File: src/rtl/tclc_pkg.sv
// Package with shared types, constants and the power table entry function for the lux calculator.
package tclc_pkg;

    localparam int unsigned CountBits = 16;
    localparam int unsigned LuxBits   = 21;
    localparam int unsigned BandBits  = 3;
    localparam int unsigned CoefBits  = 24;
    localparam int unsigned RatioBits = 16;
    localparam logic [LuxBits-1:0] LuxMax = 21'h1FFFFF;

    typedef logic [BandBits-1:0] t_band;
    localparam t_band BAND_LOW    = 3'd0;
    localparam t_band BAND_MID    = 3'd1;
    localparam t_band BAND_HIGH   = 3'd2;
    localparam t_band BAND_TOP    = 3'd3;
    localparam t_band BAND_OVER   = 3'd4;
    localparam t_band BAND_DARK   = 3'd5;

    // Band coefficients in unsigned Q.24.
    localparam logic [CoefBits-1:0] K_B0_A = 24'd510027;
    localparam logic [CoefBits-1:0] K_B0_B = 24'd1040187;
    localparam logic [CoefBits-1:0] K_B1_A = 24'd375810;
    localparam logic [CoefBits-1:0] K_B1_B = 24'd520094;
    localparam logic [CoefBits-1:0] K_B2_A = 24'd214748;
    localparam logic [CoefBits-1:0] K_B2_B = 24'd256691;
    localparam logic [CoefBits-1:0] K_B3_A = 24'd24495;
    localparam logic [CoefBits-1:0] K_B3_B = 24'd18790;

    // Sideband that travels along the divider chain with each sample pair.
    typedef struct packed {
        logic                 vld;
        logic [CountBits-1:0] ch0;
        logic [CountBits-1:0] ch1;
        t_band                band;
    } t_tag;

    // Band choice by exact cross-multiplication.
    function automatic t_band pick_band(input logic [CountBits-1:0] ch0,
                                        input logic [CountBits-1:0] ch1);
        logic [22:0] a;
        logic [22:0] b;
        t_band       r;
        a = {7'd0, ch0};
        b = {7'd0, ch1};
        if (ch0 == '0)                r = BAND_DARK;
        else if ((b << 1) <= a)       r = BAND_LOW;
        else if (b * 23'd100 <= a * 23'd61) r = BAND_MID;
        else if (b * 23'd5 <= a * 23'd4)    r = BAND_HIGH;
        else if (b * 23'd10 <= a * 23'd13)  r = BAND_TOP;
        else                          r = BAND_OVER;
        return r;
    endfunction

    // floor(65536 * r^1.4) at interval midpoint r = (2i+1)/2^(bits+2);
    // binary search on y^5 * 2^lsh <= n^7 * 2^rsh, evaluated at elaboration.
    function automatic logic [RatioBits-1:0] pow_entry(input int unsigned idx,
                                                       input int unsigned bits);
        int          e;
        int unsigned lo;
        int unsigned hi;
        int unsigned mid;
        logic [255:0] lhs;
        logic [255:0] rhs;
        e  = 7 * (int'(bits) + 2) - 80;
        lo = 0;
        hi = 65535;
        while (lo < hi) begin
            mid = (lo + hi + 1) / 2;
            lhs = 256'd1 << ((e > 0) ? e : 0);
            rhs = 256'd1 << ((e < 0) ? -e : 0);
            for (int k = 0; k < 5; k++) lhs = lhs * 256'(mid);
            for (int k = 0; k < 7; k++) rhs = rhs * 256'(2 * idx + 1);
            if (lhs <= rhs) lo = mid;
            else            hi = mid - 1;
        end
        return lo[RatioBits-1:0];
    endfunction

endpackage

File: src/rtl/tclc_lux_calc.sv
// Lux arithmetic after the ratio: table lookup, products, difference and saturation.
module tclc_lux_calc #(
    parameter int unsigned POWER_TABLE_BITS  = 8,
    parameter int unsigned LUX_FRACTION_BITS = 10
) (
    input  logic                           i_clk,
    input  logic                           i_rst_n,
    input  logic                           i_en,
    input  tclc_pkg::t_tag                 i_tag,
    input  logic [tclc_pkg::RatioBits-1:0] i_ratio,
    output logic                           o_vld,
    output logic [tclc_pkg::LuxBits-1:0]   o_lux,
    output tclc_pkg::t_band                o_band
);
    import tclc_pkg::*;

    localparam int unsigned TableSize = 1 << POWER_TABLE_BITS;
    localparam int unsigned IdxShift  = 15 - POWER_TABLE_BITS;
    localparam int unsigned IdxW      = RatioBits - IdxShift;

    // Constant power table.
    function automatic logic [TableSize*RatioBits-1:0] build_table();
        logic [TableSize*RatioBits-1:0] t;
        t = '0;
        for (int i = 0; i < TableSize; i++)
            t[i*RatioBits +: RatioBits] = pow_entry(i, POWER_TABLE_BITS);
        return t;
    endfunction
    localparam logic [TableSize*RatioBits-1:0] PowTable = build_table();

    // Stage 1: table lookup and coefficient selection.
    logic [IdxW-1:0]             w_idx_raw;
    logic [POWER_TABLE_BITS-1:0] w_idx;
    t_tag                        r_s1_tag;
    logic [RatioBits-1:0]        r_s1_pow;
    logic [CoefBits-1:0]         r_s1_ka;
    logic [CoefBits-1:0]         r_s1_kb;

    assign w_idx_raw = i_ratio[RatioBits-1:IdxShift];
    assign w_idx = (w_idx_raw > IdxW'(TableSize - 1)) ? POWER_TABLE_BITS'(TableSize - 1)
                                                       : w_idx_raw[POWER_TABLE_BITS-1:0];

    always_ff @(posedge i_clk) begin
        if (!i_rst_n) r_s1_tag.vld <= 1'b0;
        else if (i_en) r_s1_tag.vld <= i_tag.vld;
    end

    always_ff @(posedge i_clk) begin
        if (i_en) begin
            r_s1_tag.ch0  <= i_tag.ch0;
            r_s1_tag.ch1  <= i_tag.ch1;
            r_s1_tag.band <= i_tag.band;
            r_s1_pow      <= PowTable[w_idx*RatioBits +: RatioBits];
            case (i_tag.band)
                BAND_MID:  begin r_s1_ka <= K_B1_A; r_s1_kb <= K_B1_B; end
                BAND_HIGH: begin r_s1_ka <= K_B2_A; r_s1_kb <= K_B2_B; end
                BAND_TOP:  begin r_s1_ka <= K_B3_A; r_s1_kb <= K_B3_B; end
                default:   begin r_s1_ka <= K_B0_A; r_s1_kb <= K_B0_B; end
            endcase
        end
    end

    // Stage 2: first products (low band: b*pow; linear bands: a*ch0, b*ch1).
    t_tag        r_s2_tag;
    logic [39:0] r_s2_p;
    logic [39:0] r_s2_q;
    always_ff @(posedge i_clk) begin
        if (!i_rst_n) r_s2_tag.vld <= 1'b0;
        else if (i_en) r_s2_tag.vld <= r_s1_tag.vld;
    end
    always_ff @(posedge i_clk) begin
        if (i_en) begin
            r_s2_tag.ch0  <= r_s1_tag.ch0;
            r_s2_tag.ch1  <= r_s1_tag.ch1;
            r_s2_tag.band <= r_s1_tag.band;
            if (r_s1_tag.band == BAND_LOW) begin
                r_s2_p <= {r_s1_ka, 16'd0};
                r_s2_q <= 40'(r_s1_kb) * 40'(r_s1_pow);
            end else begin
                r_s2_p <= 40'(r_s1_ka) * 40'(r_s1_tag.ch0);
                r_s2_q <= 40'(r_s1_kb) * 40'(r_s1_tag.ch1);
            end
        end
    end

    // Stage 3: difference, clamped at zero.
    t_tag        r_s3_tag;
    logic [39:0] r_s3_d;
    always_ff @(posedge i_clk) begin
        if (!i_rst_n) r_s3_tag.vld <= 1'b0;
        else if (i_en) r_s3_tag.vld <= r_s2_tag.vld;
    end
    always_ff @(posedge i_clk) begin
        if (i_en) begin
            r_s3_tag.ch0  <= r_s2_tag.ch0;
            r_s3_tag.ch1  <= r_s2_tag.ch1;
            r_s3_tag.band <= r_s2_tag.band;
            r_s3_d        <= (r_s2_q >= r_s2_p) ? 40'd0 : (r_s2_p - r_s2_q);
        end
    end

    // Stage 4: low band scales by ch0 in two 20-bit halves.
    t_tag        r_s4_tag;
    logic [55:0] r_s4_lo;
    logic [55:0] r_s4_hi;
    always_ff @(posedge i_clk) begin
        if (!i_rst_n) r_s4_tag.vld <= 1'b0;
        else if (i_en) r_s4_tag.vld <= r_s3_tag.vld;
    end
    always_ff @(posedge i_clk) begin
        if (i_en) begin
            r_s4_tag.ch0  <= r_s3_tag.ch0;
            r_s4_tag.ch1  <= r_s3_tag.ch1;
            r_s4_tag.band <= r_s3_tag.band;
            if (r_s3_tag.band == BAND_LOW) begin
                r_s4_lo <= 56'(r_s3_d[19:0]) * 56'(r_s3_tag.ch0);
                r_s4_hi <= 56'(r_s3_d[39:20]) * 56'(r_s3_tag.ch0);
            end else begin
                r_s4_lo <= 56'(r_s3_d);
                r_s4_hi <= 56'd0;
            end
        end
    end

    // Stage 5: combine, shift to the output fraction, saturate, and zero the dark and over bands.
    localparam int unsigned WideW = 80;
    logic [WideW-1:0] w_wide;
    logic [WideW-1:0] w_shr;
    assign w_wide = WideW'(r_s4_lo) + (WideW'(r_s4_hi) << 20);
    assign w_shr  = (r_s4_tag.band == BAND_LOW)
                  ? (w_wide >> (CoefBits + 16 - LUX_FRACTION_BITS))
                  : (w_wide >> (CoefBits - LUX_FRACTION_BITS));

    always_ff @(posedge i_clk) begin
        if (!i_rst_n) o_vld <= 1'b0;
        else if (i_en) o_vld <= r_s4_tag.vld;
    end
    always_ff @(posedge i_clk) begin
        if (i_en) begin
            o_band <= r_s4_tag.band;
            if (r_s4_tag.band == BAND_DARK || r_s4_tag.band == BAND_OVER)
                o_lux <= '0;
            else if (w_shr > WideW'(LuxMax))
                o_lux <= LuxMax;
            else
                o_lux <= w_shr[LuxBits-1:0];
        end
    end
endmodule

File: config.mk
export PLATFORM = sky130hd
export DESIGN_NAME = tclc_lux_calc
export DESIGN_NICKNAME = d
export VERILOG_FILES = /design/src/rtl/tclc_pkg.sv /design/src/rtl/tclc_lux_calc.sv
export SDC_FILE = /design/constraint.sdc
export NUM_CORES = 2
export LEC_CHECK = 0
export BUFFER_PORTS_ARGS = -buffer_cell sky130_fd_sc_hd__clkbuf_2
export CAP_MARGIN = 20
export CORE_MARGIN = 5
export CORE_UTILIZATION = 54
export CTS_BUF_LIST = sky130_fd_sc_hd__clkbuf_4
export DETAILED_ROUTE_END_ITERATION = 8
export PLACE_DENSITY = 0.7
export SYNTH_ARGS = -nofsm -noshare
export SYNTH_HDL_FRONTEND = slang
export SYNTH_SLANG_ARGS = --single-unit
File: constraint.sdc
create_clock -name i_clk -period 7.69 [get_ports i_clk]
set_input_delay 0.3845 -clock i_clk [delete_from_list [all_inputs] [get_ports i_clk]]
set_output_delay 0.3845 -clock i_clk [all_outputs]
set_load 0.05 [all_outputs]
==> impl_metrics.yaml <==
floorplanning:
  core_area_sq_um: 124000
  die_w_um: 364
  ios: 80
  fp.dieH_um: 364
  die-area_sq_um: 132000
  placementRows: 129
  start_util_pct: 54.5
sta:
  finalSetupViolCount: 0
  setup_tns_ns: 0
  period_share_pct: 96.1
  rsz0062_at_grt: "false"
  relSlewSlack_pct: 26.6
  setup_ws_ns: 0.297
  skew_ns: 0.0815
  final-hold-violation-count: 0
  max_freq_mhz: 135
  worst_slew_pin_slew_ns: 1.10
  fin_crit_ns: 7.39
  slew_viol_final: 0
layout:
  drive_gt1_share_pct: 5.90
  areaGrowthSynthToFinish_pct: 5.88
  nNetsFinal: 9350
critical_path:
  cp-endpoint: "r_s4_hi[32]"
  cp_data_arrival_time_ns: 8.01
  r2r-end: "r_s4_hi[32]"
  cp_max_fo: 20
  cp.required_ns: 8.31
  crit_type: "reg2reg"
  end_kind: "flip-flop"
  crit_start: "r_s3_tag[24]"
  cp-start-kind: "flip-flop"
  reg2regPathDepth: 23
  rrSetupSlack_ns: 0.30
  rr_startpoint: "r_s3_tag[24]"
placement:
  dpl_worst_slack_ns: 0.385
  dp_hpwl_um: 151000
  gp_congestion: 0.968
  io_buffers: 72
synthesis:
  yosys_warnings: 0
  synth-seq-cells: 313
  synth_edf_count: 308
  seq_area_frac_synth_pct: 13.8
  postSynth.asyncResetShare_pct: 0
  yosys-top-cells-count: "inv_1 (1607), fa_1 (1221), nand2_1 (912)"
  synth_top_area_share_pct: 36.2
  syn_nets: 9325
  synth.most_common_cell: "inv_1"
  avgSynthCellArea_sq_um: 9.13
  synth_cell_types: 112
  synthTopCellsByArea: "fa_1 (36%), edfxtp_1 (14%), ha_1 (12%), inv_1 (8.9%), nand2_1 (5.1%)"
  syn_inst: 7403
  synth.largest_area_cell: "fa_1"
  ys.flop_type: "edfxtp_1"
  synth_area_sq_um: 67600
status:
  status: "finished clean"
cts:
  cts_buffer_depth: 3
  cts_tree: "built"
  clk_pin_slew_ns: 0.07
  clkSinkCount: 313
  htreeDepth: 3
  clock_latency_ns: 0.98
  cts_buffers: 88
  postCtsResizedCells: 0
  cts_root_buffer: "clkbuf_4"
route:
  drt_iter0_markers: 4669
  vias: 52104
  wl_per_cell_um: 20.7
  wl_um: 189000
  viasPerCell: 5.70
  drc: 0
  postRouteAntennaNets: 0
  drt-pass1-iter-count: 7
worst_hold_path:
  hp-class: "in2reg"
  whs_path_depth: 2
global_route:
  antenna_found_initial: 6
  overflow: 0
  grt_pass1_vias: 54275
  grt_max_degree: 127
  track_usage_pct: 29.1
  grt_pass1_wl_um: 301000
run:
  maxCapViolations: 0
## state kept, by name (all words and copies together), names as in the netlist, 12 cells and up
| signal | count |
|---|---|
| r_s3_tag | 20 |
| r_s1_tag | 36 |
| r_s1_pow | 15 |
| r_s2_tag | 20 |
| r_s4_lo | 26 |
| o_lux | 21 |
| r_s1_ka | 12 |
| r_s2_q | 39 |
| r_s4_hi | 36 |
| r_s2_p | 38 |
| r_s3_d | 40 |
## worst min-delay path by stage
stage,from,end,slack [ns]
final,i_tag[15],r_s1_tag[15],0.15
after global routing,i_tag[4],r_s1_tag[4],0.07
after CTS,i_tag[4],r_s1_tag[4],0.006
after detailed placement,r_s2_tag[26],r_s3_tag[26],0.40
after global placement,r_s2_tag[28],r_s3_tag[28],0.40
after floorplan,r_s2_tag[0],r_s3_tag[0],0.40
## worst max-delay path, stage by stage (launching register included)
cell and delay [ns]:
edfxtp_1 0.68, buf_4 0.31, buf_4 0.31, nand2_1 0.14, fa_1 0.54, inv_1 0.05, fa_1 0.47, inv_1 0.05
fa_1 0.49, inv_1 0.05, fa_1 0.55, fa_1 0.43, fa_1 0.44, ha_1 0.37, a21o_1 0.21, a21o_1 0.17
a21o_1 0.23, a41oi_1 0.32, o21ai_0 0.21, a221oi_1 0.48, o41ai_1 0.15, a21oi_1 0.20, xor2_1 0.17, nor2_1 0.05
## layer usage
layer / global-route usage, % / wire, um / vias to the layer above
met4: 9.16 / 6280 / 0
met1: 40.5 / 77900 / 26201
li1: - / - / 23343
met2: 47.1 / 88400 / 2195
met5: 0 / 0 / -
met3: 5.01 / 16600 / 365
## placed cells by master (no fill, tap or decap), types with 12 or more instances in the layout
| cell type | Yosys | final |
|---|---|---|
| and3_1 | 21 | 21 |
| dlygate4sd3_1 | 2 | 53 |
| nand4_1 | 32 | 32 |
| a31oi_1 | 33 | 33 |
| o21bai_1 | 16 | 16 |
| o21a_1 | 36 | 36 |
| edfxtp_1 | 308 | 308 |
| a21o_1 | 111 | 111 |
| fa_1 | 1221 | 1221 |
| o211ai_1 | 34 | 34 |
| a2111oi_0 | 14 | 14 |
| o22ai_1 | 18 | 18 |
| a41oi_1 | 12 | 12 |
| clkbuf_2 | 1 | 71 |
| inv_1 | 1607 | 1606 |
| mux2i_1 | 14 | 14 |
| xnor2_1 | 96 | 96 |
| xor2_1 | 85 | 85 |
| nor2b_1 | 23 | 23 |
| a21oi_1 | 282 | 282 |
| buf_4 | 2 | 138 |
| clkinv_1 | 1 | 23 |
| o21ai_0 | 229 | 229 |
| a21oi_2 | 22 | 22 |
| and2_1 | 492 | 492 |
| nand3_1 | 72 | 72 |
| ha_1 | 646 | 646 |
| clkbuf_4 | 1 | 112 |
| o21ai_1 | 19 | 18 |
| or2_2 | 12 | 12 |
| nand2b_1 | 29 | 29 |
| nor3_1 | 64 | 61 |
| a211oi_1 | 46 | 46 |
| or3_1 | 23 | 21 |
| nor2_1 | 288 | 286 |
| nand2_1 | 912 | 912 |
| o31ai_1 | 39 | 39 |
## cells by family (layout without fill, tap and decap cells)
group	count (synthesis)	in the layout	synth area share, %
mux	19	19	0.313
xor+xnor	182	182	2.37
simple gates	2027	2027	14.2
flops	313	313	13.8
other cells	1	7	0.00555
compound gates	1050	1050	10.2
buf+inv	1943	2032	10.9
fa+ha+maj	1868	1868	48.2
## through the flow
stage                     util (%)  hold WS, ns  instances  cell area (sq um)
after CTS                     57.7      0.00554       9127              71500
final                         57.7        0.148       9135              71500
after floorplan                  -        0.400       7403              67600
after global placement        56.3        0.402       8920              69800
after detailed placement      56.3        0.405       8920              69800
after global routing          57.7       0.0749       9135              71500
## area by class of cell
| type | count | area [sq um] |
|---|---|---|
| flip-flops and latches | 313 | 9350 |
| diodes | 6 | 15.0 |
| clock buffers | 112 | 841 |
| multi-input cells | 5147 | 50900 |
| well taps | 1637 | 2050 |
| repair buffers | 269 | 2060 |
| clock inverters | 42 | 325 |
| fillers | 11072 | 52400 |
| inverters | 1609 | 6040 |
## repair_timing
item                                    4_1_cts  5_1_grt
hold buffers                                 53        0
endpoints found under the setup margin        0        2
buffers inserted                              0        2
endpoints found under the hold margin       101        0
Power is not shown: default switching activity piles up to over one toggle a cycle in this logic, so the estimate is an artifact.
