`src/rtl/tclc_pkg.sv`:
```
// Package with shared types, constants and the power table entry function for the lux calculator.
package tclc_pkg;

    localparam int unsigned CountBits = 16;
    localparam int unsigned LuxBits   = 21;
    localparam int unsigned BandBits  = 3;
    localparam int unsigned CoefBits  = 24;
    localparam int unsigned RatioBits = 16;
    localparam logic [LuxBits-1:0] LuxMax = 21'h1FFFFF;

    typedef logic [BandBits-1:0] t_band;
    localparam t_band BAND_LOW    = 3'd0;
    localparam t_band BAND_MID    = 3'd1;
    localparam t_band BAND_HIGH   = 3'd2;
    localparam t_band BAND_TOP    = 3'd3;
    localparam t_band BAND_OVER   = 3'd4;
    localparam t_band BAND_DARK   = 3'd5;

    // Band coefficients in unsigned Q.24.
    localparam logic [CoefBits-1:0] K_B0_A = 24'd510027;
    localparam logic [CoefBits-1:0] K_B0_B = 24'd1040187;
    localparam logic [CoefBits-1:0] K_B1_A = 24'd375810;
    localparam logic [CoefBits-1:0] K_B1_B = 24'd520094;
    localparam logic [CoefBits-1:0] K_B2_A = 24'd214748;
    localparam logic [CoefBits-1:0] K_B2_B = 24'd256691;
    localparam logic [CoefBits-1:0] K_B3_A = 24'd24495;
    localparam logic [CoefBits-1:0] K_B3_B = 24'd18790;

    // Sideband that travels along the divider chain with each sample pair.
    typedef struct packed {
        logic                 vld;
        logic [CountBits-1:0] ch0;
        logic [CountBits-1:0] ch1;
        t_band                band;
    } t_tag;

    // Band choice by exact cross-multiplication.
    function automatic t_band pick_band(input logic [CountBits-1:0] ch0,
                                        input logic [CountBits-1:0] ch1);
        logic [22:0] a;
        logic [22:0] b;
        t_band       r;
        a = {7'd0, ch0};
        b = {7'd0, ch1};
        if (ch0 == '0)                r = BAND_DARK;
        else if ((b << 1) <= a)       r = BAND_LOW;
        else if (b * 23'd100 <= a * 23'd61) r = BAND_MID;
        else if (b * 23'd5 <= a * 23'd4)    r = BAND_HIGH;
        else if (b * 23'd10 <= a * 23'd13)  r = BAND_TOP;
        else                          r = BAND_OVER;
        return r;
    endfunction

    // floor(65536 * r^1.4) at interval midpoint r = (2i+1)/2^(bits+2);
    // binary search on y^5 * 2^lsh <= n^7 * 2^rsh, evaluated at elaboration.
    function automatic logic [RatioBits-1:0] pow_entry(input int unsigned idx,
                                                       input int unsigned bits);
        int          e;
        int unsigned lo;
        int unsigned hi;
        int unsigned mid;
        logic [255:0] lhs;
        logic [255:0] rhs;
        e  = 7 * (int'(bits) + 2) - 80;
        lo = 0;
        hi = 65535;
        while (lo < hi) begin
            mid = (lo + hi + 1) / 2;
            lhs = 256'd1 << ((e > 0) ? e : 0);
            rhs = 256'd1 << ((e < 0) ? -e : 0);
            for (int k = 0; k < 5; k++) lhs = lhs * 256'(mid);
            for (int k = 0; k < 7; k++) rhs = rhs * 256'(2 * idx + 1);
            if (lhs <= rhs) lo = mid;
            else            hi = mid - 1;
        end
        return lo[RatioBits-1:0];
    endfunction

endpackage

```
`src/rtl/tclc_div_cell.sv`:
```
// One restoring-division cell: produces one quotient bit per cycle while the chain is enabled.
module tclc_div_cell (
    input  logic                       i_clk,
    input  logic                       i_rst_n,
    input  logic                       i_en,
    input  tclc_pkg::t_tag             i_tag,
    input  logic [tclc_pkg::CountBits:0]   i_rem,
    input  logic [tclc_pkg::RatioBits-1:0] i_quo,
    output tclc_pkg::t_tag             o_tag,
    output logic [tclc_pkg::CountBits:0]   o_rem,
    output logic [tclc_pkg::RatioBits-1:0] o_quo
);
    import tclc_pkg::*;

    logic [CountBits+1:0] w_shift;
    logic [CountBits+1:0] w_diff;
    logic                 w_bit;

    // Shift in a zero numerator bit and try to subtract the divisor.
    assign w_shift = {i_rem, 1'b0};
    assign w_diff  = w_shift - {2'b00, i_tag.ch0};
    assign w_bit   = ~w_diff[CountBits+1];

    // Valid bit is control; remainder and quotient are payload.
    always_ff @(posedge i_clk) begin
        if (!i_rst_n) begin
            o_tag.vld <= 1'b0;
        end else if (i_en) begin
            o_tag.vld <= i_tag.vld;
        end
    end

    always_ff @(posedge i_clk) begin
        if (i_en) begin
            o_tag.ch0  <= i_tag.ch0;
            o_tag.ch1  <= i_tag.ch1;
            o_tag.band <= i_tag.band;
            o_rem      <= w_bit ? w_diff[CountBits:0] : w_shift[CountBits:0];
            o_quo      <= {i_quo[RatioBits-2:0], w_bit};
        end
    end
endmodule

```
`config.mk`:
```
export PLATFORM = sky130hd
export DESIGN_NAME = tclc_div_cell
export DESIGN_NICKNAME = d
export VERILOG_FILES = /design/src/rtl/tclc_pkg.sv /design/src/rtl/tclc_div_cell.sv
export SDC_FILE = /design/constraint.sdc
export NUM_CORES = 1
export LEC_CHECK = 0
export CORE_MARGIN = 4
export CORE_UTILIZATION = 50
export DETAILED_ROUTE_END_ITERATION = 10
export DONT_BUFFER_PORTS = 1
export PLACE_DENSITY = 0.68
export SLEW_MARGIN = 20
export SYNTH_ARGS = -nofsm -noshare
export SYNTH_HDL_FRONTEND = slang
export SYNTH_SLANG_ARGS = --single-unit
```
`constraint.sdc`:
```
create_clock -name i_clk -period 3 [get_ports i_clk]
set_clock_uncertainty 0.15 [all_clocks]
set_input_delay 0.6 -clock i_clk [delete_from_list [all_inputs] [get_ports i_clk]]
set_output_delay 0.6 -clock i_clk [all_outputs]
set_load 0.02 [all_outputs]
```
==> parameters.txt, run 1 <==
Parameter                              Value

Status
  Status ... completed

Timing
  Slew Limit Fails ... 0
  Post-layout min period ... 2640 ps
  Headroom to the max-slew limit ... 0.753
  Final setup violation count ... 0
  Total negative setup slack ... 0 ps
  Transition at the pin with the smallest max-transition slack ... 368 ps
  Fmax ... 0.378 GHz
  Setup repair after global routing missed its margin ... false
  Post-route clock period utilization ... 0.881
  Final hold violation count ... 0

Worst setup path
  Worst Setup Start Kind ... input port
  Category of the most critical setup path ... input port to register
  Cells on worst reg2reg path ... 2
  Worst r2r src ... o_tag[35]$_SDFFE_PN0P_
  Flop2flop setup slack ... 2130 ps
  Worst path slowest cell ... sky130_fd_sc_hd__or4_1
  Family with the most delay on the worst path ... simple AND/OR/NAND/NOR gates
  Critical path origin ... i_tag[25]
  Req. time, crit path ... 2940 ps
  Buffers plus inverters on the worst setup path ... 2
  Worst Setup End Kind ... register
  Crit-path cells ... inv_1 > ha_4 > nand2_1 > or4_1 > a31oi_2 > nor3_4 > xnor2_4 > buf_12 > mux2_2
  Capture instance of the worst register-to-register path ... o_tag[35]$_SDFFE_PN0P_
  Max FO, Critical Path ... 12
  Critical path capture point ... o_rem[7]$_DFFE_PP_
  Largest stage delay on the critical path ... 550 ps
  Arrival @ worst endpoint ... 2580 ps
  Number of gates on the worst path with buffers counted ... 9

Synth
  Adder-cell share of the synthesized area ... 0.0652
  Count of flip-flops with a built-in enable after synthesis ... 68
  Syn nets ... 305
  Share of synthesized area spent on multiplexers ... 0.0628
  Synth Area in Simple Gates ... 0.0616
  Post-Syn Area ... 3190 um2
  Synth warn ... 0
  Sequential cell area fraction in the yosys report ... 0.647
  Largest family of logic cells by synthesized area ... compound AO/OA/AOI/OAI gates
  Xor/xnor cell area share of the yosys netlist ... 0.0499
  Asr flop ratio synth ... 0
  Synth Instances ... 217
  Share of the synthesized area in compound gates (AO/OA/AOI/OAI) ... 0.0797
  Yosys reg bits ... 69
  Avg Synthesized Cell Area ... 14.7 um2
  Dominant register cell in the synthesized netlist ... sky130_fd_sc_hd__edfxtp_1
  Distinct cells, synth ... 40

CTS
  Clock transition at the registers of the reported paths ... 80 ps
  Clock latency of the later-clocked register in the worst-skew pair ... 340 ps
  Number of buffers inserted for hold repair after clock tree synthesis ... 0
  CTS tree ... done
  Number of gates resized after cts ... 0
  CTS Buf Count ... 9
  Clk Tree Root Cell ... sky130_fd_sc_hd__clkbuf_8
  Setup bufs post-CTS ... 0
  Maximum level of the CTS H-tree ... 3
  Number of buffers on the longest clock path ... 2
  TritonCTS Sinks ... 69

Route
  Vias after detailed routing ... 1775
  Vias per cell ... 5.62
  Final routed wire length divided by cell count ... 21.2 um
  Wire length after detailed routing ... 6.70 mm
  ANT nets after route ... 0
  DR pass1 iterations ... 4
  Violation count after the first detailed-routing iteration ... 51
  DRC violations left ... 0

Global routing
  Global-route track usage on met2 ... 0.275
  Largest net degree at the start of global routing ... 70
  Initial antenna violation count ... 0
  Busiest layer in global routing ... met2
  Met3 layer usage reported by global route ... 0.0941
  GRT met1 Usage ... 0.198
  Global-route wire length before repair ... 9.69 mm
  Remaining Overflow, GRT ... 0
  Vias in the first global route ... 1805
  Overall routing resource usage ... 0.173

Power
  Total power ... 2.39 mW
  IR drop worst, VDD ... 0.384 mV
  Pwr Density ... 652 nW/um2
  Standby leakage power ... 1.33 nW

Cells and area
  Number of diodes added for antenna fixing ... 0
  Number of nets at the end of the flow ... 324
  Filler instances ... 467
  Share of cells above drive strength 1 ... 0.257
  Relative area change from synthesis to final layout ... 14.9%

Worst hold path
  Type of the worst min-delay path ... input port to register
  Hold Path Origin ... i_tag[28]

Run
  Maximum Capacitance Violations ... 0

Placed design
  RePlAce Congestion ... 0.822
  HPWL Detailed ... 5.14 mm
  Count of input and output buffers ... 0

Die
  Effective utilization at floorplan ... 0.526
  Row cnt ... 28
  Chip width ... 87.8 um
  IO Pins ... 141
  Total die area ... 7710 um2
  Vert. Die Dim ... 87.8 um
  Core outline area ... 6060 um2
==> cells by family (layout without fill, tap and decap cells) <==
logic type / count (synthesis) / count (layout)
DFF: 69 / 69
AOI/OAI and AO/OA: 40 / 40
and+or+nand+nor: 38 / 38
buffers and inverters: 22 / 46
adders and majority gates: 16 / 16
xor gates and xnor gates: 16 / 16
muxes: 16 / 16
==> flip-flops by register name (all words and copies together), names as in the netlist <==
signal,cells
o_quo,16
o_rem,17
o_tag,36
==> synth_stat cells, drive strengths merged (4+ instances only) <==
cell / n / area share
edfxtp: 68 / 0.64
a21oi: 18 / 0.029
inv: 16 / 0.019
ha: 15 / 0.059
mux2: 14 / 0.057
nand2: 14 / 0.017
xnor2: 11 / 0.036
o21ai: 8 / 0.013
nor2: 7 / 0.0082
buf: 6 / 0.015
xor2: 5 / 0.014
nand3: 4 / 0.0063
==> worst min path at each step <==
| stage | endpoint | slack, ps | cells past startpoint |
|---|---|---|---|
| CTS | o_tag[28]$_DFFE_PP_ | 180 | 0 |
| detailed placement | o_tag[35]$_SDFFE_PN0P_ | 470 | 2 |
| global route | o_tag[21]$_DFFE_PP_ | 180 | 0 |
| finish | o_tag[28]$_DFFE_PP_ | 200 | 0 |
| floorplan | o_tag[35]$_SDFFE_PN0P_ | 440 | 2 |
| global placement | o_tag[35]$_SDFFE_PN0P_ | 460 | 2 |
==> metrics by stage <==
step	util	hold slack, ps	area [um2]	instances	worst slack (ps)
2_1_floorplan	-	439	3340	217	-19.2
3_3_place_gp	0.573	459	3470	300	39.7
3_5_place_dp	0.573	471	3470	300	-20.9
4_1_cts	0.604	181	3660	316	343
5_1_grt	0.604	176	3660	316	305
6_report	0.604	196	3660	316	356
==> area by class of cell <==
type,count,area (um2),share of cell area
inverters,16,75.1,0.0205
clock buffers,10,128,0.0348
flip-flops and latches,69,2060,0.563
repair buffers,14,118,0.0321
well taps,75,93.8,0.0256
clock inverters,6,63.8,0.0174
multi-input cells,126,1120,0.306
==> layer usage <==
metal | part of all wire | vias up
li1 | - | 846
met1 | 0.39 | 825
met2 | 0.47 | 98
met3 | 0.13 | 6
met4 | 0.014 | 0
met5 | 0 | -
==> report_power, final <==
| part | leakage (nW) | internal [mW] | switching, mW | total [mW] |
|---|---|---|---|---|
| Combinational | 0.566 | 0.172 | 0.146 | 0.318 |
| Sequential | 0.674 | 1.18 | 0.157 | 1.34 |
| Clock | 0.0939 | 0.382 | 0.348 | 0.731 |
==> placed cells by master, fill, tap and decap left out, types with 2 or more instances in the layout <==
master	n
sky130_fd_sc_hd__edfxtp_1	68
sky130_fd_sc_hd__a21oi_1	17
sky130_fd_sc_hd__nand2_1	13
sky130_fd_sc_hd__buf_4	13
sky130_fd_sc_hd__inv_1	12
sky130_fd_sc_hd__xnor2_1	10
sky130_fd_sc_hd__clkbuf_8	9
sky130_fd_sc_hd__mux2_2	8
sky130_fd_sc_hd__ha_4	8
sky130_fd_sc_hd__o21ai_0	7
sky130_fd_sc_hd__nor2_1	7
sky130_fd_sc_hd__ha_1	7
sky130_fd_sc_hd__mux2_4	6
sky130_fd_sc_hd__xor2_1	5
sky130_fd_sc_hd__nand3_1	3
sky130_fd_sc_hd__nand2b_1	3
sky130_fd_sc_hd__nor2b_1	3
sky130_fd_sc_hd__a211oi_1	2
sky130_fd_sc_hd__nand4_1	2
sky130_fd_sc_hd__o211ai_1	2
sky130_fd_sc_hd__o2111ai_1	2
sky130_fd_sc_hd__a31oi_1	2
sky130_fd_sc_hd__mux2i_1	2
sky130_fd_sc_hd__clkinv_4	2
Power figures use the tool's default switching activity.
==> run 2, diff against run 1 <==
CTS_BUF_LIST = sky130_fd_sc_hd__clkbuf_4 sky130_fd_sc_hd__clkbuf_8 sky130_fd_sc_hd__clkbuf_16   (was unset)
==> parameters.txt, run 2 (same netlist as run 1, synthesis figures left out) <==
Parameter                              Value

Global routing
  Initial antenna violation count ... 0
  Largest net degree at the start of global routing ... 70
  Global-route track usage on met2 ... 0.275
  Busiest layer in global routing ... met2
  Global-route wire length before repair ... 9.69 mm
  Remaining Overflow, GRT ... 0
  Met3 layer usage reported by global route ... 0.0941
  GRT met1 Usage ... 0.198
  Vias in the first global route ... 1808
  Overall routing resource usage ... 0.173

Die
  Chip width ... 87.8 um
  Effective utilization at floorplan ... 0.526
  Row cnt ... 28
  IO Pins ... 141
  Core outline area ... 6060 um2
  Vert. Die Dim ... 87.8 um
  Total die area ... 7710 um2

Worst hold path
  Hold Path Origin ... i_tag[28]
  Number of stages on the worst hold path ... 0
  Type of the worst min-delay path ... input port to register

Power
  Standby leakage power ... 1.34 nW
  Combinational share of power ... 0.133
  Pwr Density ... 654 nW/um2
  IR drop worst, VDD ... 0.385 mV
  Switching component of the power ... 651 uW
  Sequential power share ... 0.558
  Design internal power ... 1.75 mW
  Clock share of power ... 0.308
  Sw frac ... 0.272
  Total power ... 2.40 mW

Cells and area
  Max reg flops ... 36
  Highest-count cells in the layout ignoring fill and taps ... sky130_fd_sc_hd__edfxtp_1 (68), sky130_fd_sc_hd__a21oi_1 (17), sky130_fd_sc_hd__nand2_1 (13), sky130_fd_sc_hd__buf_4 (13), sky130_fd_sc_hd__inv_1 (12)
  Largest reg by FF count ... o_tag
  Final core area utilization ... 0.605
  Commonest non-fill, non-tap cell in the layout ... sky130_fd_sc_hd__edfxtp_1
  Relative area change from synthesis to final layout ... 15.0%
  Number of diodes added for antenna fixing ... 0
  Number of nets at the end of the flow ... 324
  Filler instances ... 466
  Largest registers ranked by flip-flop count ... o_tag: 36 flops, o_rem: 17 flops, o_quo: 16 flops
  Post-route cell area ... 3670 um2
  Share of cells above drive strength 1 ... 0.261

Timing
  Slew Limit Fails ... 0
  Setup repair after global routing missed its margin ... false
  Headroom to the max-slew limit ... 0.753
  Post-route clock period utilization ... 0.883
  Transition at the pin with the smallest max-transition slack ... 368 ps
  Post-layout min period ... 2650 ps
  Final-layout worst hold slack ... 201 ps
  Fmax ... 0.378 GHz
  Final setup violation count ... 0
  Final hold violation count ... 0

Run
  Maximum Capacitance Violations ... 0

Worst setup path
  Cells on worst reg2reg path ... 2
  Arrival @ worst endpoint ... 2580 ps
  Largest stage delay on the critical path ... 550 ps
  Worst Setup Start Kind ... input port
  Flop2flop setup slack ... 2130 ps
  Req. time, crit path ... 2930 ps
  Max FO, Critical Path ... 12
  Worst Setup End Kind ... register
  Crit-path cells ... inv_1 > ha_4 > nand2_1 > or4_1 > a31oi_2 > nor3_4 > xnor2_4 > buf_12 > mux2_2
  Number of gates on the worst path with buffers counted ... 9
  Family with the most delay on the worst path ... simple AND/OR/NAND/NOR gates
  Worst r2r src ... o_tag[35]$_SDFFE_PN0P_
  Worst path slowest cell ... sky130_fd_sc_hd__or4_1
  Category of the most critical setup path ... input port to register
  Critical path origin ... i_tag[25]
  Buffers plus inverters on the worst setup path ... 2

CTS
  CTS Buf Count ... 9
  Number of buffers on the longest clock path ... 2
  CTS tree ... done
  Maximum level of the CTS H-tree ... 3
  Clock transition at the registers of the reported paths ... 80 ps
  Clk Tree Root Cell ... sky130_fd_sc_hd__clkbuf_8
  Clock latency of the later-clocked register in the worst-skew pair ... 330 ps
  Number of buffers inserted for hold repair after clock tree synthesis ... 0
  Setup bufs post-CTS ... 0
  TritonCTS Sinks ... 69
  Number of gates resized after cts ... 0

Route
  Violation count after the first detailed-routing iteration ... 51
  Vias per cell ... 5.64
  DRC violations left ... 0
  Wire length after detailed routing ... 6.71 mm
  Vias after detailed routing ... 1781
  DR pass1 iterations ... 4
  Final routed wire length divided by cell count ... 21.2 um
  ANT nets after route ... 0

Placed design
  HPWL Detailed ... 5.14 mm
  RePlAce Congestion ... 0.822
  Count of input and output buffers ... 0
  Placement-stage cell area ... 3470 um2

Status
  Status ... completed
==> run 2: path summary, 6_finish.rpt <==
check                                         endpoint
worst max-delay path                o_rem[7]$_DFFE_PP_
worst min-delay path               o_tag[28]$_DFFE_PP_
worst max register to register  o_tag[35]$_SDFFE_PN0P_
worst min register to register  o_tag[35]$_SDFFE_PN0P_
==> run 2: area by class of cell <==
class	instances	area, um2	share of cell area
tap	75	93.8	0.0256
multi-input combinational	126	1120	0.306
clock buffer	10	131	0.0358
clock inverter	6	63.8	0.0174
sequential	69	2060	0.562
timing repair buffer	14	118	0.0321
inverter	16	75.1	0.0205
==> run 2: per-layer routing <==
metal,up-vias,share of wire
li1,846,-
met1,826,0.38
met2,102,0.47
met3,7,0.13
met4,0,0.0095
met5,-,0
==> run 2: stage by stage <==
| stage | TNS, ps | instances | setup WS (ps) |
|---|---|---|---|
| 2_1_floorplan | -115 | 217 | -19.2 |
| 3_3_place_gp | 0 | 300 | 39.7 |
| 3_5_place_dp | -125 | 300 | -20.9 |
| 4_1_cts | 0 | 316 | 343 |
| 5_1_grt | 0 | 316 | 305 |
| 6_report | 0 | 316 | 352 |
==> run 2: power groups by stage <==
stage / logic [mW] / registers [mW] / clock network, mW
global placement: 0.312 / 1.36 / 0
CTS: 0.319 / 1.34 / 0.758
floorplan: 0.258 / 1.34 / 0
finish: 0.319 / 1.34 / 0.739
detailed placement: 0.316 / 1.36 / 0
global route: 0.351 / 1.35 / 0.806
==> run 3, diff against run 2 <==
PLACE_DENSITY = unset   (was 0.68)
clock period = 2.99 ns   (was 3 ns; I/O delays follow)
==> parameters.txt, run 3 (same netlist as run 1, synthesis figures left out) <==
Parameter                              Value

Status
  Status ... completed

Worst setup path
  Flop2flop setup slack ... 2090 ps
  Category of the most critical setup path ... input port to register
  Worst Setup End Kind ... register
  Crit-path cells ... inv_1 > ha_4 > nand2_1 > or4_1 > a31oi_2 > nor3_4 > xnor2_4 > buf_12 > mux2_2
  Buffers plus inverters on the worst setup path ... 2
  Cells on worst reg2reg path ... 2
  Worst r2r src ... o_tag[35]$_SDFFE_PN0P_
  Req. time, crit path ... 2920 ps
  Worst Setup Start Kind ... input port
  Family with the most delay on the worst path ... simple AND/OR/NAND/NOR gates
  Max FO, Critical Path ... 9
  Largest stage delay on the critical path ... 540 ps
  Capture instance of the worst register-to-register path ... o_tag[35]$_SDFFE_PN0P_
  Worst path slowest cell ... sky130_fd_sc_hd__or4_1
  Arrival @ worst endpoint ... 2570 ps

Timing
  Post-layout min period ... 2640 ps
  Transition at the pin with the smallest max-transition slack ... 364 ps
  Post-route clock period utilization ... 0.883
  Slew Limit Fails ... 0
  Final hold violation count ... 0
  Fmax ... 0.379 GHz
  Headroom to the max-slew limit ... 0.755
  Final setup violation count ... 0
  Final setup margin ... 349 ps
  Final-layout worst hold slack ... 199 ps
  Setup repair after global routing missed its margin ... false

Placed design
  Worst-case setup slack after placement ... -1.39 ps
  Count of input and output buffers ... 0
  Total placed cells including tap cells ... 302
  HPWL Detailed ... 5.24 mm
  RePlAce Congestion ... 0.864
  Placement-stage cell area ... 3490 um2

Route
  DR pass1 iterations ... 4
  Final routed wire length divided by cell count ... 21.1 um
  Wire length on met3 ... 797 um
  Met2 wire length ... 3.21 mm
  Wire length after detailed routing ... 6.71 mm
  Vias after detailed routing ... 1812
  DRC violations left ... 0
  Uppermost layer routed ... met4
  ANT nets after route ... 0
  Violation count after the first detailed-routing iteration ... 77
  Vias per cell ... 5.70
  WL met1 ... 2.63 mm

Worst hold path
  End point of the most critical hold path ... o_tag[24]$_DFFE_PP_
  Type of the worst min-delay path ... input port to register
  Hold Path Origin ... i_tag[24]
  Number of stages on the worst hold path ... 0

CTS
  Setup bufs post-CTS ... 0
  Number of gates resized after cts ... 0
  Maximum level of the CTS H-tree ... 3
  CTS tree ... done
  Clock transition at the registers of the reported paths ... 80 ps
  Clock latency of the later-clocked register in the worst-skew pair ... 330 ps
  Number of buffers inserted for hold repair after clock tree synthesis ... 0
  TritonCTS Sinks ... 69
  Clk Tree Root Cell ... sky130_fd_sc_hd__clkbuf_8
  Number of buffers on the longest clock path ... 2
  CTS Buf Count ... 9

Global routing
  Largest net degree at the start of global routing ... 70
  Overall routing resource usage ... 0.171
  Global-route wire length before repair ... 9.67 mm
  Initial antenna violation count ... 0
  Vias in the first global route ... 1864
  Remaining Overflow, GRT ... 0

Die
  Core outline area ... 6060 um2
  Chip width ... 87.8 um
  IO Pins ... 141
  Total die area ... 7710 um2
  Vert. Die Dim ... 87.8 um
  Effective utilization at floorplan ... 0.526
  Row cnt ... 28

Cells and area
  Final core area utilization ... 0.607
  Highest-count cells in the layout ignoring fill and taps ... sky130_fd_sc_hd__edfxtp_1 (68), sky130_fd_sc_hd__a21oi_1 (17), sky130_fd_sc_hd__buf_4 (15)
  Number of non-filler instances in the completed layout ... 318
  Number of nets at the end of the flow ... 326
  Share of cells above drive strength 1 ... 0.263
  Post-route cell area ... 3680 um2
  Largest reg by FF count ... o_tag
  Number of diodes added for antenna fixing ... 0
  Relative area change from synthesis to final layout ... 15.4%
  Largest registers ranked by flip-flop count ... o_tag: 36 flops, o_rem: 17 flops, o_quo: 16 flops
  Max reg flops ... 36
  Commonest non-fill, non-tap cell in the layout ... sky130_fd_sc_hd__edfxtp_1

Power
  Design internal power ... 1.74 mW
  IR drop worst, VDD ... 0.335 mV
  Combinational share of power ... 0.135
  Standby leakage power ... 1.34 nW
  Pwr Density ... 650 nW/um2
  Switching component of the power ... 647 uW
  Clock share of power ... 0.303
  Sw frac ... 0.271
  Sequential power share ... 0.562

Run
  Maximum Capacitance Violations ... 0
## run 3: changes by cell type in the layout (fill, tap and decap cells not counted)
cell and delta:
sky130_fd_sc_hd__clkinv_1 +1, sky130_fd_sc_hd__buf_4 +2, sky130_fd_sc_hd__clkbuf_4 -1, sky130_fd_sc_hd__clkinv_4 -1, sky130_fd_sc_hd__clkinvlp_4 +1
## run 3: worst max-delay path by stage
stage                    from                   to  slack (ps)  cells past startpoint
finish              i_tag[25]   o_rem[7]$_DFFE_PP_         350                      9
global route        i_tag[25]   o_rem[7]$_DFFE_PP_         290                      9
CTS                 i_tag[25]   o_rem[7]$_DFFE_PP_         350                      9
detailed placement  i_tag[25]   o_rem[7]$_DFFE_PP_          -1                      9
global placement    i_tag[25]   o_rem[7]$_DFFE_PP_          -2                      9
floorplan           i_tag[28]  o_rem[10]$_DFFE_PP_         -30                     10
## run 3: per-stage QoR
step	TNS, ps	power [mW]
floorplan	-163	1.61
global placement	-4.36	1.68
detailed placement	-1.39	1.69
CTS	0	2.41
global route	0	2.51
finish	0	2.39
## run 3: per-layer routing
metal	vias to the layer above	GRT usage
met4	0	0.0753
met1	855	0.192
li1	847	-
met3	6	0.0790
met2	104	0.279
met5	-	0
## run 3: final cells by class
cell class,count,area (um2)
tap,75,93.8
multi-input combinational,126,1120
clock buffer,9,124
clock inverter,7,66.3
timing repair buffer,16,133
inverter,16,75.1
fill,472,2380
sequential,69,2060
## run 3: power by group through the flow
stage | Sequential, mW | Combinational [mW] | Clock [mW]
2_1_floorplan | 1.35 | 0.259 | 0
3_3_place_gp | 1.36 | 0.317 | 0
3_5_place_dp | 1.37 | 0.322 | 0
4_1_cts | 1.35 | 0.324 | 0.741
5_1_grt | 1.35 | 0.356 | 0.799
6_report | 1.34 | 0.323 | 0.723
## run 3: worst register-to-register path, cell delays in order (launching register included)
cell and delay (ps):
sky130_fd_sc_hd__dfxtp_1 460, sky130_fd_sc_hd__mux2i_1 110, sky130_fd_sc_hd__nor2b_1 110
